`src/hw/rtl/dpmm_pkg.sv`:
```
// Package: shared constants, types and codes of the demand-paged memory manager.
package dpmm_pkg;

    localparam int NUM_FRAMES        = 16;
    localparam int FRAME_BYTES       = 64;
    localparam int NUM_PROCESSES     = 16;
    localparam int PAGES_PER_PROCESS = 16;

    localparam int WORDS_PER_FRAME = FRAME_BYTES / 2;
    localparam int FRAME_W  = $clog2(NUM_FRAMES);
    localparam int PROC_W   = $clog2(NUM_PROCESSES);
    localparam int PAGE_W   = $clog2(PAGES_PER_PROCESS);
    localparam int OFF_W    = $clog2(WORDS_PER_FRAME);
    localparam int PTE_W    = PROC_W + PAGE_W;
    localparam int PTE_DEPTH = NUM_PROCESSES * PAGES_PER_PROCESS;
    localparam int PHYS_DEPTH = NUM_FRAMES * WORDS_PER_FRAME;
    localparam int BACK_DEPTH = PTE_DEPTH * WORDS_PER_FRAME;
    localparam int PHYS_AW  = $clog2(PHYS_DEPTH);
    localparam int BACK_AW  = $clog2(BACK_DEPTH);

    typedef enum logic [1:0] {
        OP_ALLOC = 2'd0,
        OP_FREE  = 2'd1,
        OP_READ  = 2'd2,
        OP_WRITE = 2'd3
    } op_t;

    typedef enum logic [1:0] {
        ST_OK       = 2'd0,
        ST_VIOLATE  = 2'd1,
        ST_TOOLARGE = 2'd2
    } status_t;

    typedef enum logic [3:0] {
        S_INIT,     // clear the page table after reset, one entry a cycle
        S_IDLE,
        S_CLR,      // clear page entries of a process, one page a cycle
        S_ZERO,     // zero backing pages after allocate, one word a cycle
        S_LOOK,     // page entry read valid
        S_SCAN,     // search free frame, one frame a cycle
        S_WBACK,    // copy victim frame out, one word a cycle
        S_LOAD,     // copy backing page in, one word a cycle
        S_ACC,      // issue the word access
        S_ACCW,     // read data valid
        S_OUT
    } state_t;

    typedef struct packed {
        logic                valid;
        logic                dirty;
        logic [FRAME_W-1:0]  frame;
    } pte_t;

    typedef struct packed {
        logic                valid;
        logic [PROC_W-1:0]   proc;
        logic [PAGE_W-1:0]   page;
    } fown_t;

    // Copy engine command and status between sequencer and copy unit.
    typedef struct packed {
        logic               start;
        logic [1:0]         mode;   // CP_ZERO, CP_OUT, CP_IN
        logic [FRAME_W-1:0] frame;
        logic [PTE_W-1:0]   bpage;
    } cp_cmd_t;

    localparam logic [1:0] CP_ZERO = 2'd0;
    localparam logic [1:0] CP_OUT  = 2'd1;
    localparam logic [1:0] CP_IN   = 2'd2;

endpackage

```
`src/hw/rtl/dpmm_copy.sv`:
```
// Word copy unit: zeroes a backing page, or moves a page between frame and backing store.
module dpmm_copy import dpmm_pkg::*; (
    input  logic                aclk,
    input  logic                aresetn,
    input  cp_cmd_t             cmd,
    output logic                busy,
    output logic                done,
    // physical store access
    output logic                ph_we,
    output logic [PHYS_AW-1:0]  ph_waddr,
    output logic [15:0]         ph_wdata,
    output logic [PHYS_AW-1:0]  ph_raddr,
    input  logic [15:0]         ph_rdata,
    // backing store access
    output logic                bk_we,
    output logic [BACK_AW-1:0]  bk_waddr,
    output logic [15:0]         bk_wdata,
    output logic [BACK_AW-1:0]  bk_raddr,
    input  logic [15:0]         bk_rdata
);
    logic               run_reg, run_next;
    logic [1:0]         mode_reg, mode_next;
    logic [FRAME_W-1:0] frame_reg, frame_next;
    logic [PTE_W-1:0]   bpage_reg, bpage_next;
    logic [OFF_W:0]     rcnt_reg, rcnt_next;   // read pointer, one ahead
    logic               wv_reg, wv_next;       // write stage valid
    logic [OFF_W-1:0]   wcnt_reg, wcnt_next;

    // Sequence reads and delayed writes
    always_comb begin
        run_next   = run_reg;
        mode_next  = mode_reg;
        frame_next = frame_reg;
        bpage_next = bpage_reg;
        rcnt_next  = rcnt_reg;
        wv_next    = 1'b0;
        wcnt_next  = rcnt_reg[OFF_W-1:0];
        done       = run_reg && (rcnt_reg == (OFF_W+1)'(WORDS_PER_FRAME));
        if (run_reg) begin
            if (done) begin
                run_next = 1'b0;
            end else begin
                rcnt_next = rcnt_reg + 1'b1;
                wv_next   = 1'b1;
            end
        end
        // Take a new command, also in the cycle that ends the previous copy
        if (cmd.start) begin
            run_next   = 1'b1;
            mode_next  = cmd.mode;
            frame_next = cmd.frame;
            bpage_next = cmd.bpage;
            rcnt_next  = '0;
        end
    end

    always_ff @(posedge aclk) begin
        if (!aresetn) begin
            run_reg <= 1'b0;
            wv_reg  <= 1'b0;
        end else begin
            run_reg <= run_next;
            wv_reg  <= wv_next;
        end
        mode_reg  <= mode_next;
        frame_reg <= frame_next;
        bpage_reg <= bpage_next;
        rcnt_reg  <= rcnt_next;
        wcnt_reg  <= wcnt_next;
    end

    assign busy     = run_reg;
    assign ph_raddr = PHYS_AW'({frame_reg, rcnt_reg[OFF_W-1:0]});
    assign bk_raddr = BACK_AW'({bpage_reg, rcnt_reg[OFF_W-1:0]});
    assign ph_we    = wv_reg && (mode_reg == CP_IN);
    assign ph_waddr = PHYS_AW'({frame_reg, wcnt_reg});
    assign ph_wdata = bk_rdata;
    assign bk_we    = wv_reg && (mode_reg != CP_IN);
    assign bk_waddr = BACK_AW'({bpage_reg, wcnt_reg});
    assign bk_wdata = (mode_reg == CP_ZERO) ? 16'd0 : ph_rdata;

`ifndef SYNTH
    // A finished copy writes its last word in the done cycle
    a_done_after_write: assert property (@(posedge aclk) disable iff (!aresetn)
        done |-> wv_reg)
        else $error("copy done without trailing write");
    // No write outside a run
    a_write_in_run: assert property (@(posedge aclk) disable iff (!aresetn)
        wv_reg |-> $past(run_reg))
        else $error("copy write outside run");
    // Start is only issued while idle or as the running copy ends
    a_start_idle: assert property (@(posedge aclk) disable iff (!aresetn)
        cmd.start |-> (!run_reg || done))
        else $error("copy started while busy");
`endif
endmodule

```
`config.mk`:
```
export PLATFORM = sky130hd
export DESIGN_NAME = dpmm_copy
export DESIGN_NICKNAME = d
export VERILOG_FILES = /design/src/hw/rtl/dpmm_pkg.sv /design/src/hw/rtl/dpmm_copy.sv
export SDC_FILE = /design/constraint.sdc
export NUM_CORES = 1
export LEC_CHECK = 0
export BUFFER_PORTS_ARGS = -buffer_cell sky130_fd_sc_hd__buf_2
export CAP_MARGIN = 20
export CORE_MARGIN = 10
export CORE_UTILIZATION = 39
export DETAILED_ROUTE_END_ITERATION = 16
export GPL_ROUTABILITY_DRIVEN = 1
export GPL_TIMING_DRIVEN = 1
export PLACE_DENSITY = 0.84
export RECOVER_POWER = 50
export SYNTH_ARGS = -nofsm -noshare
export SYNTH_HDL_FRONTEND = slang
export SYNTH_SLANG_ARGS = --single-unit
```
`constraint.sdc`:
```
create_clock -name aclk -period 3.4 [get_ports aclk]
set_clock_uncertainty 0.2 [all_clocks]
set_input_delay 0.17 -clock aclk [delete_from_list [all_inputs] [get_ports aclk]]
set_output_delay 0.17 -clock aclk [all_outputs]
set_load 0.01 [all_outputs]
```
==> flow_summary.json <==
{
  "firstDrtPassIters": 4,
  "dieArea_mm2": 0.00635,
  "crit_required_ps": 3030,
  "status": "finished, final reports clean",
  "worstPathMaxFanout": 16,
  "gr-usage-met1_pct": 10.6,
  "vias_per_cell": 4.65,
  "totalWireLength_mm": 4.17,
  "root_buffer": "clkbuf_4",
  "worstPathArrival_ps": 1880,
  "cts-resized-gates": 0,
  "overflow": 0,
  "fin_crit_sh_pct": 66.0,
  "dieHeight_um": 79.7,
  "grt_pass1_vias": 1155,
  "vias": 1135,
  "worst_setup_path_end_kind": "primary output",
  "die_w_um": 79.7,
  "yosysTopAreaCell": "edfxtp_1",
  "p_leak_nw": 0.839,
  "antenna_found_initial": 0,
  "synth_top_area_share_pct": 30.3,
  "clock-sinks": 27,
  "path_clk_slew_ps": 150,
  "avgSynthCellArea_um2": 10.8,
  "slew_headroom_pct": 24.2,
  "slew_viol_final": 0,
  "cts_buffer_depth": 2,
  "area.growth.synth_to_final_pct": 26.6,
  "n_antenna_cell": 0,
  "ir_worst_vdd_uv": 177,
  "cts_tree": "built",
  "synth_warnings": 0,
  "place_area_mm2": 0.00159,
  "rows": 21,
  "finalNetCount": 250,
  "use_met3_pct": 4.28,
  "post_cts_buffers": 0,
  "cts_made_buffers": 3,
  "numPortBuffers": 96,
  "start_util_pct": 41.0,
  "cp-start-kind": "flop",
  "globalplace.congestion": 0.752,
  "final_layout_size_suffix_gt1_share_pct": 45.5,
  "wl_per_cell_um": 17.1,
  "cellPowerDensity_mw_per_mm2": 384,
  "netlist_top_cells_area": "edfxtp_1 30%, buf_4 23%, dfxtp_1 19%",
  "path_class": "reg -> out",
  "grt_pass1_wl_mm": 6.13,
  "setup_viol": 0,
  "boundaryPins": 129,
  "met2_usage_pct": 23.1,
  "grt_usage_pct": 12.2,
  "synth_area_mm2": 0.00139,
  "fin_area_mm2": 0.00176,
  "ant_nets": 0,
  "postLayoutCoreUtil_pct": 51.9,
  "cts_max_level": 1,
  "rsz0062_at_grt": "no",
  "synth.distinct_cells": 29,
  "drc_errors": 0,
  "grt_busiest_layer": "met2",
  "largest_reg_flops": 8,
  "drtIter0Drc": 58,
  "synth-seq-area-share_pct": 49.0,
  "period_minus_slack_ps": 2250,
  "clkLatencyLatePin_ps": 330,
  "ys_ff_latch": 27,
  "hold_viol_final": 0,
  "hold_path_class": "in -> out",
  "core-area_mm2": 0.00339,
  "fmax_ghz": 0.445,
  "max_cap_viol_count": 0,
  "detailed_place_hpwl_mm": 3.04,
  "netlist_instances": 129,
  "fin_setup_tns_ps": 0,
  "syn_nets": 180,
  "worstMarginPinSlew_ps": 1140,
  "grt_start_max_net_pins": 27
}
## area by class of cell
cell class	count	area (µm²)
multi-input combinational	52	359
inverter	4	15.0
timing repair buffer	111	614
sequential	27	681
tap	46	57.6
clock buffer	3	22.5
fill	282	1630
clock inverter	1	8.76
## timing repair
item,CTS,global route
hold buffers,15,0
endpoints found under the hold margin,16,0
endpoints found under the setup margin,0,0
## critical path, cell delays in order (launching register included)
cell      delay [ps]
edfxtp_1         450
nor2_1           730
nor2b_1          160
buf_2            200
## where the power goes
part           switching [W]  internal [W]
registers          0.0000171      0.000365
clock network      0.0000967     0.0000480
logic              0.0000793     0.0000691
## synth_stat cells
master    instances
a21o_1            1
a31oi_1           1
o311ai_0          1
inv_1             4
and4_2            1
mux2i_1           1
a41oi_1           1
nor3_4            1
o21ai_0           1
or4b_1            1
nand3_1           2
nor2b_1          16
clkbuf_1          3
nand4_1           3
a21boi_0          1
xor2_1            2
o311ai_1          1
or3_1             1
a311o_2           1
nor3b_1           2
dfxtp_1          13
ha_1              2
nand2_1           5
and3_1            1
buf_4            43
a21oi_1           2
edfxtp_1         14
nor2_1            3
and4b_1           1
## path summary, 6_finish.rpt
check | start | to | cells after the start | slack (ps)
worst max-delay path | mode_reg[1] | bk_wdata[14] | 3 | 1150
worst min-delay path | bk_rdata[11] | ph_wdata[11] | 0 | 140
worst max register to register | rcnt_reg[0] | rcnt_reg[1] | 5 | 1660
worst min register to register | rcnt_reg[1] | wcnt_reg[1] | 0 | 260
## metal layers
layer / up-vias / part of all wire, % / routed length [µm]
li1: 535 / - / -
met4: 0 / 2.9 / 119
met1: 512 / 32 / 1350
met2: 74 / 50 / 2100
met3: 14 / 14 / 604
met5: - / 0 / 0
## metrics by stage
stage / setup WS, ps / std cells / hold slack [ps] / power, W
4_1_cts: 1260 / 244 / 64.7 / 0.000680
6_report: 1150 / 244 / 140 / 0.000675
5_1_grt: 1050 / 244 / 140 / 0.000708
3_5_place_dp: 1650 / 225 / 140 / 0.000525
3_3_place_gp: 1700 / 225 / 140 / 0.000522
2_1_floorplan: 1840 / 129 / 68.9 / 0.000490
## cells by family after synthesis
logic type	synth area share [%]
buffers and inverters	25.1
adders and majority gates	1.80
DFF	49.0
xor gates and xnor gates	1.26
muxes	0.721
AOI/OAI and AO/OA	5.32
and+or+nand+nor	16.8
## cell usage in the layout (no fill, tap or decap)
cell           netlist  final
or4b_1               1      1
clkbuf_4             0      3
edfxtp_1            14     14
inv_6                0      1
a31oi_1              1      1
a41oi_1              1      1
nor3b_1              2      2
dlygate4sd3_1        0     15
inv_1                4      4
nor3_4               1      1
a311o_2              1      1
dfxtp_1             13     13
buf_2                0     83
mux2i_1              1      1
a21boi_0             1      1
and4_2               1      1
xor2_1               2      2
o21ai_0              1      1
ha_1                 2      2
a21o_1               1      1
nand4_1              3      3
and4b_1              1      1
nand2_1              5      5
o311ai_0             1      1
and3_1               1      1
nand3_1              2      2
nor2_1               3      3
o311ai_1             1      1
clkbuf_1             3     13
or3_1                1      1
nor2b_1             16     16
a21oi_1              2      2
Note: power is estimated with default switching activity, not from simulation.
