===== config.mk =====
export PLATFORM = sky130hd
export DESIGN_NAME = dpmm_ram
export DESIGN_NICKNAME = d
export VERILOG_FILES = /design/src/hw/rtl/dpmm_ram.sv
export SDC_FILE = /design/constraint.sdc
export NUM_CORES = 1
export LEC_CHECK = 0
export ABC_AREA = 0
export BUFFER_PORTS_ARGS = -buffer_cell sky130_fd_sc_hd__buf_2
export CORE_MARGIN = 5
export CORE_UTILIZATION = 65
export DETAILED_ROUTE_END_ITERATION = 8
export GPL_TIMING_DRIVEN = 0
export PLACE_DENSITY = 0.94
export SLEW_MARGIN = 30
export SYNTH_ARGS = -nofsm -noshare
export SYNTH_HDL_FRONTEND = slang
export SYNTH_SLANG_ARGS = --single-unit

===== constraint.sdc =====
create_clock -name aclk -period 3.6 [get_ports aclk]
set_input_delay 0.18 -clock aclk [delete_from_list [all_inputs] [get_ports aclk]]
set_output_delay 0.18 -clock aclk [all_outputs]
set_load 0.03 [all_outputs]

===== src/hw/rtl/dpmm_ram.sv =====
// Generic single-port-write, registered-read RAM.
module dpmm_ram #(
    parameter int WIDTH = 16,
    parameter int DEPTH = 16
) (
    input  logic                     aclk,
    input  logic                     we,
    input  logic [$clog2(DEPTH)-1:0] waddr,
    input  logic [WIDTH-1:0]         wdata,
    input  logic [$clog2(DEPTH)-1:0] raddr,
    output logic [WIDTH-1:0]         rdata
);
    logic [WIDTH-1:0] mem [DEPTH];

    always_ff @(posedge aclk) begin
        if (we) begin
            mem[waddr] <= wdata;
        end
        rdata <= mem[raddr];
    end
endmodule


==> flow_summary.yaml, run 1 <==
status:
  status: "finished clean"
power:
  max-vdd-ir-drop_mv: 0.4779
  p_per_area_nw_per_um2: 586.3
  total_power_mw: 6.772
  p_leak_nw: 3.787
setup_path:
  cp_slowest_stage_delay_ns: 0.67
  path_buf_inv: 2
  arrival_ns: 1.95
  worstPathMaxFanout: 10
  critPathCaptureType: "flop"
  cpLargestDelayFamily: "buffers and inverters"
  ff2ff_setup_slack_ns: 2.20
  crit_type: "input port to flop"
  crit_path_start_kind: "input port"
  path_cells: "buf_2 -> buf_1 -> mux4_2 -> a22oi_1 -> nand2_1"
  crit_required_ns: 4.02
  cp_slowest_cell: "buf_1"
die:
  die-area_um2: 18040
  dieHeight_um: 134.3
  initial_utilization: 0.6607
  rows: 45
  io_pins: 42
  core_um2: 15200
  fp.dieW_um: 134.3
grt:
  antenna_found_initial: 0
  grt_pass1_wl_um: 34170
  grt_usage: 0.2658
  grt_overflow_total: 0
  grt_start_max_net_pins: 17
  grt_pass1_vias: 5344
cells_and_area:
  final_cells: 718
  layout_commonest_cell: "edfxtp_1"
  layout_common_cells: "edfxtp_1, mux4_2, buf_2"
  drive_above_1_share: 0.3208
  nets: 536
  syn_to_final_growth_pct: 15.01
  fill_cells: 749
  antenna_cells: 0
synthesis:
  yosys_warnings: 0
  synth_ff_type: "edfxtp_1"
  synth_area_um2: 10040
  ys_seq_area_frac: 0.7973
  synth_edf_count: 256
  syn_nets: 458
  synth_top_cell_by_area: "edfxtp_1"
  avgSynthCellArea_um2: 23.25
  yosys.cell_types.count: 19
  ys_ff_latch: 272
  synth.area.top_cells: "edfxtp_1, mux4_2, dfxtp_1, mux4_1, a22oi_1"
  synthArstFlopShare: 0
  synthCells: 432
  yosysTopAreaCellShare: 0.7654
sta:
  min_period_over_period: 0.4263
  finalHoldViolCount: 0
  timing.fmax_mhz: 651.6
  worstMarginPinSlew_ns: 0.8538
  fin_setup_tns_ns: 0
  max_slew_margin: 0.4308
  setup_viol: 0
  period_needed_ns: 1.535
  rsz0062_at_grt: "false"
  fin_worst_skew_ns: 0.01246
  maxSlewViolCount: 0
clock_network:
  cts.sinks: 272
  cts_buffers: 26
  postCtsHoldBufs: 0
  clock_latency_ns: 0.54
  path_clk_slew_ns: 0.07
  htreeDepth: 1
  cts_setup_buffers: 0
  clock-root-buffer: "clkbuf_16"
  cts_buffer_depth: 3
  cts_tree: "built"
  postCtsResizedCells: 0
place:
  gp_congestion: 0.8093
  dpl.cell_count: 670
  port_buffers: 39
  hpwl_um: 12750
detailed_routing:
  drtIter0Drc: 675
  via_per_inst: 7.049
  ant_nets: 0
  firstDrtPassIters: 7
  finalWirelength_um: 22930
  dr_total_vias: 5061
  wl_per_cell_um: 31.94
  drc: 0
min_path:
  min_path_type: "input port to flop"
run:
  maxCapViolations: 0
[state kept, by name (all words and copies together), names as in the netlist]
register  flops
mem         256
rdata        16
[kinds of logic after synthesis]
family / after synthesis / synth area share
AOI/OAI and AO/OA: 32 / 0.02392
and+or+nand+nor: 43 / 0.01918
buffers and inverters: 21 / 0.01233
DFF: 272 / 0.7973
muxes: 64 / 0.1473
[worst reg2reg max path, cell delays in order (launching register included)]
cell,delay (ns)
edfxtp_1,0.39
mux4_1,0.55
a22oi_1,0.21
nand2_1,0.12
[power breakdown]
group	total [mW]	switching [mW]	internal, mW
sequential	3.56	0.0229	3.54
clock	2.83	1.16	1.68
combinational	0.376	0.241	0.135
[Yosys cell counts (2+ instances only)]
| cell | number |
|---|---|
| clkbuf_1 | 8 |
| buf_6 | 4 |
| buf_1 | 3 |
| edfxtp_1 | 256 |
| buf_4 | 3 |
| mux4_1 | 10 |
| mux4_2 | 54 |
| nand3b_1 | 2 |
| nand2_1 | 17 |
| dfxtp_1 | 16 |
| nand2b_1 | 2 |
| nor2b_1 | 2 |
| buf_2 | 3 |
| a22oi_1 | 32 |
| nor3_1 | 4 |
| nor2_1 | 13 |
[cell type report]
| class | instances | area [um2] | share of cell area |
|---|---|---|---|
| Sequential cell | 272 | 8008 | 0.6932 |
| Multi-Input combinational cell | 139 | 2007 | 0.1737 |
| Clock buffer | 34 | 711.9 | 0.06163 |
| Timing Repair Buffer | 50 | 296.5 | 0.02567 |
| Tap cell | 188 | 235.2 | 0.02036 |
| Clock inverter | 14 | 168.9 | 0.01462 |
| Buffer | 21 | 123.9 | 0.01072 |
[final timing paths]
kind          startpoint        end  depth (start not counted)
max             raddr[1]   rdata[9]                          5
min             wdata[4]  mem[1][4]                          1
max reg2reg    mem[1][3]   rdata[3]                          3
min reg2reg  mem[12][13]  rdata[13]                          3
[metrics by stage]
stage,cell area [um2],hold slack [ns],setup WS (ns),utilization
floorplan,10040,0.2789,1.365,-
global placement,10470,0.5345,0.1712,0.6890
detailed placement,10670,0.5622,1.583,0.7019
CTS,11550,0.0001481,2.074,0.7598
global route,11550,0.01516,1.988,0.7598
finish,11550,0.006181,2.065,0.7598
[layer usage]
metal | part of all wire | wire [um] | track usage | vias up
li1 | - | - | - | 1999
met1 | 0.36 | 8148 | 0.3520 | 2589
met2 | 0.51 | 11740 | 0.4492 | 404
met3 | 0.094 | 2167 | 0.04951 | 69
met4 | 0.038 | 881 | 0.09955 | 0
met5 | 0 | 0 | 0 | -
Note: power is estimated with default switching activity, not from simulation.
==> inputs of run 2 (changes only) <==
--- a/config.mk
+++ b/config.mk
@@ -8,10 +8,10 @@
 export ABC_AREA = 0
 export BUFFER_PORTS_ARGS = -buffer_cell sky130_fd_sc_hd__buf_2
 export CORE_MARGIN = 5
-export CORE_UTILIZATION = 65
+export CORE_UTILIZATION = 55
 export DETAILED_ROUTE_END_ITERATION = 8
 export GPL_TIMING_DRIVEN = 0
-export PLACE_DENSITY = 0.94
+export PLACE_DENSITY = 0.86
 export SLEW_MARGIN = 30
 export SYNTH_ARGS = -nofsm -noshare
 export SYNTH_HDL_FRONTEND = slang
==> constraint.sdc (replaced) <==
create_clock -name aclk -period 1.2 [get_ports aclk]
set_input_delay 0.06 -clock aclk [delete_from_list [all_inputs] [get_ports aclk]]
set_output_delay 0.06 -clock aclk [all_outputs]
set_load 0.03 [all_outputs]
==> run 2 against run 1 <==
Net effect:
- the flow now finishes with violations (setup timing)
- final area grew 2.0%
- hold slack gained 0.088 ns
- setup slack lost 2.3 ns
- non-clock buffer count grew 17
- global-route usage shrank 7.1 points
- first-iteration DRC count shrank 27%
- clock skew grew 0.0032 ns
- routed wire length shrank 12%
- count of clock-buffer cells in the layout grew 9
- critical path depth shrank 2
- critical endpoint is now rdata[8]
==> flow_summary.yaml, run 2 (synthesis results as in run 1) <==
place:
  place_ws_ns: -0.7533
  post_dp_cell_area_um2: 10780
  port_buffers: 39
  dpl.cell_count: 708
  gp_congestion: 0.7584
  hpwl_um: 12670
sta:
  finalHoldViolCount: 0
  maxSlewViolCount: 0
  fin_worst_skew_ns: 0.01564
  period_needed_ns: 1.390
  rsz0062_at_grt: "true"
  min_period_over_period: 1.159
  timing.final.ws_setup_ns: -0.1904
  setup_viol: 16
  max_slew_margin: 0.4620
  timing.fmax_mhz: 719.2
  worstMarginPinSlew_ns: 0.8071
grt:
  grt_pass1_vias: 5176
  grt_start_max_net_pins: 17
  grt_usage: 0.1944
  antenna_found_initial: 0
  grt_overflow_total: 0
  grt_pass1_wl_um: 31270
run:
  maxCapViolations: 0
setup_path:
  arrival_ns: 1.80
  critPathCaptureType: "flop"
  path_buf_inv: 0
  worstPathMaxFanout: 1
  cp_slowest_cell: "mux4_2"
  crit_path_start_kind: "flop"
  cp_slowest_stage_delay_ns: 0.47
  crit_required_ns: 1.61
  crit_type: "flop to flop"
  path_cells: "mux4_2 -> a22oi_1 -> nand2_1"
  cpLargestDelayFamily: "multiplexers"
status:
  status: "finished, violations left"
  failed_checks: "setup timing"
cells_and_area:
  antenna_cells: 0
  finalInstanceArea_um2: 11790
  layout_commonest_cell: "edfxtp_1"
  syn_to_final_growth_pct: 17.35
  top_register: "mem"
  nets: 553
  final_cells: 776
  largest_reg_flops: 256
  fill_cells: 1107
  layout_common_cells: "edfxtp_1, mux4_2, buf_2"
  top_regs: "mem (256), rdata (16)"
  drive_above_1_share: 0.3492
detailed_routing:
  firstDrtPassIters: 5
  dr_total_vias: 4791
  wl_per_cell_um: 26.03
  via_per_inst: 6.174
  drtIter0Drc: 492
  ant_nets: 0
  finalWirelength_um: 20200
  drc: 0
power:
  power.share.sequential: 0.555
  p_leak_nw: 3.812
  p_clk_frac: 0.383
  switching_share: 0.2087
  max-vdd-ir-drop_mv: 1.497
  p_per_area_nw_per_um2: 1632
  p_int_mw: 15.22
  power_switching_mw: 4.013
  total_power_mw: 19.23
  p_comb_frac: 0.062
clock_network:
  clock-root-buffer: "clkbuf_16"
  cts_buffer_depth: 3
  cts.sinks: 272
  htreeDepth: 1
  cts_tree: "built"
  path_clk_slew_ns: 0.06
  cts_buffers: 26
  clock_latency_ns: 0.53
die:
  fp.dieW_um: 145.1
  die-area_um2: 21060
  initial_utilization: 0.5591
  dieHeight_um: 145.1
  rows: 49
  io_pins: 42
  core_um2: 17960
min_path:
  min_path_type: "input port to flop"
-- run 2: worst paths after layout --
check             startpoint       end  slack [ns]  cells after the start
hold reg to reg   mem[12][8]  rdata[8]        0.69                      3
hold / removal      raddr[0]  rdata[1]        0.09                      4
setup / recovery   mem[1][8]  rdata[8]       -0.19                      3
setup reg to reg   mem[1][8]  rdata[8]       -0.19                      3
-- run 2: area by class of cell --
class                   count  area [um2]  share of cell area
plain buffers              21       176.4             0.01497
clock inverters             5       38.79            0.003291
flip-flops and latches    272        8008              0.6794
clock buffers              43       724.4             0.06147
multi-input cells         139        2046              0.1736
repair buffers             67       506.7             0.04299
well taps                 229       286.5             0.02431
-- run 2: tightest hold or removal path, stage by stage --
cell and delay, ns:
buf_12 0.14, mux4_2 0.24, a22oi_1 0.08, nand2_1 0.07
-- run 2: metrics by stage --
stage	hold WS, ns	utilization	setup TNS (ns)
after floorplan	0.1589	-	-33.55
after global placement	0.4198	0.5916	-196.05
after detailed placement	0.4450	0.6002	-109.28
after CTS	0.08060	0.6540	-1.499
after global routing	0.1032	0.6561	-2.234
final	0.09411	0.6561	-1.350
-- run 2: what timing repair did --
action | 4_1_cts | 5_1_grt
buffers inserted | 1 | 2
hold buffers | 16 | 0
gates resized for setup | 17 | 5
endpoints found under the setup margin | 32 | 24
hold endpoints to repair | 256 | 0
pin swaps | 12 | 3
-- run 2: power groups by stage --
| stage | Clock [mW] | Sequential, mW | Combinational (mW) |
|---|---|---|---|
| final | 7.36 | 10.7 | 1.19 |
| after global routing | 7.92 | 10.7 | 1.28 |
| after floorplan | 0 | 11.0 | 0.551 |
| after CTS | 7.50 | 10.7 | 1.20 |
| after global placement | 0 | 10.9 | 1.04 |
| after detailed placement | 0 | 10.9 | 1.12 |
-- run 2: metal layers --
| layer | vias to the layer above | track usage | wire length, um |
|---|---|---|---|
| li1 | 2018 | - | - |
| met1 | 2514 | 0.2745 | 8148 |
| met2 | 211 | 0.3111 | 9966 |
| met3 | 48 | 0.04022 | 1478 |
| met4 | 0 | 0.06110 | 603 |
| met5 | - | 0 | 0 |
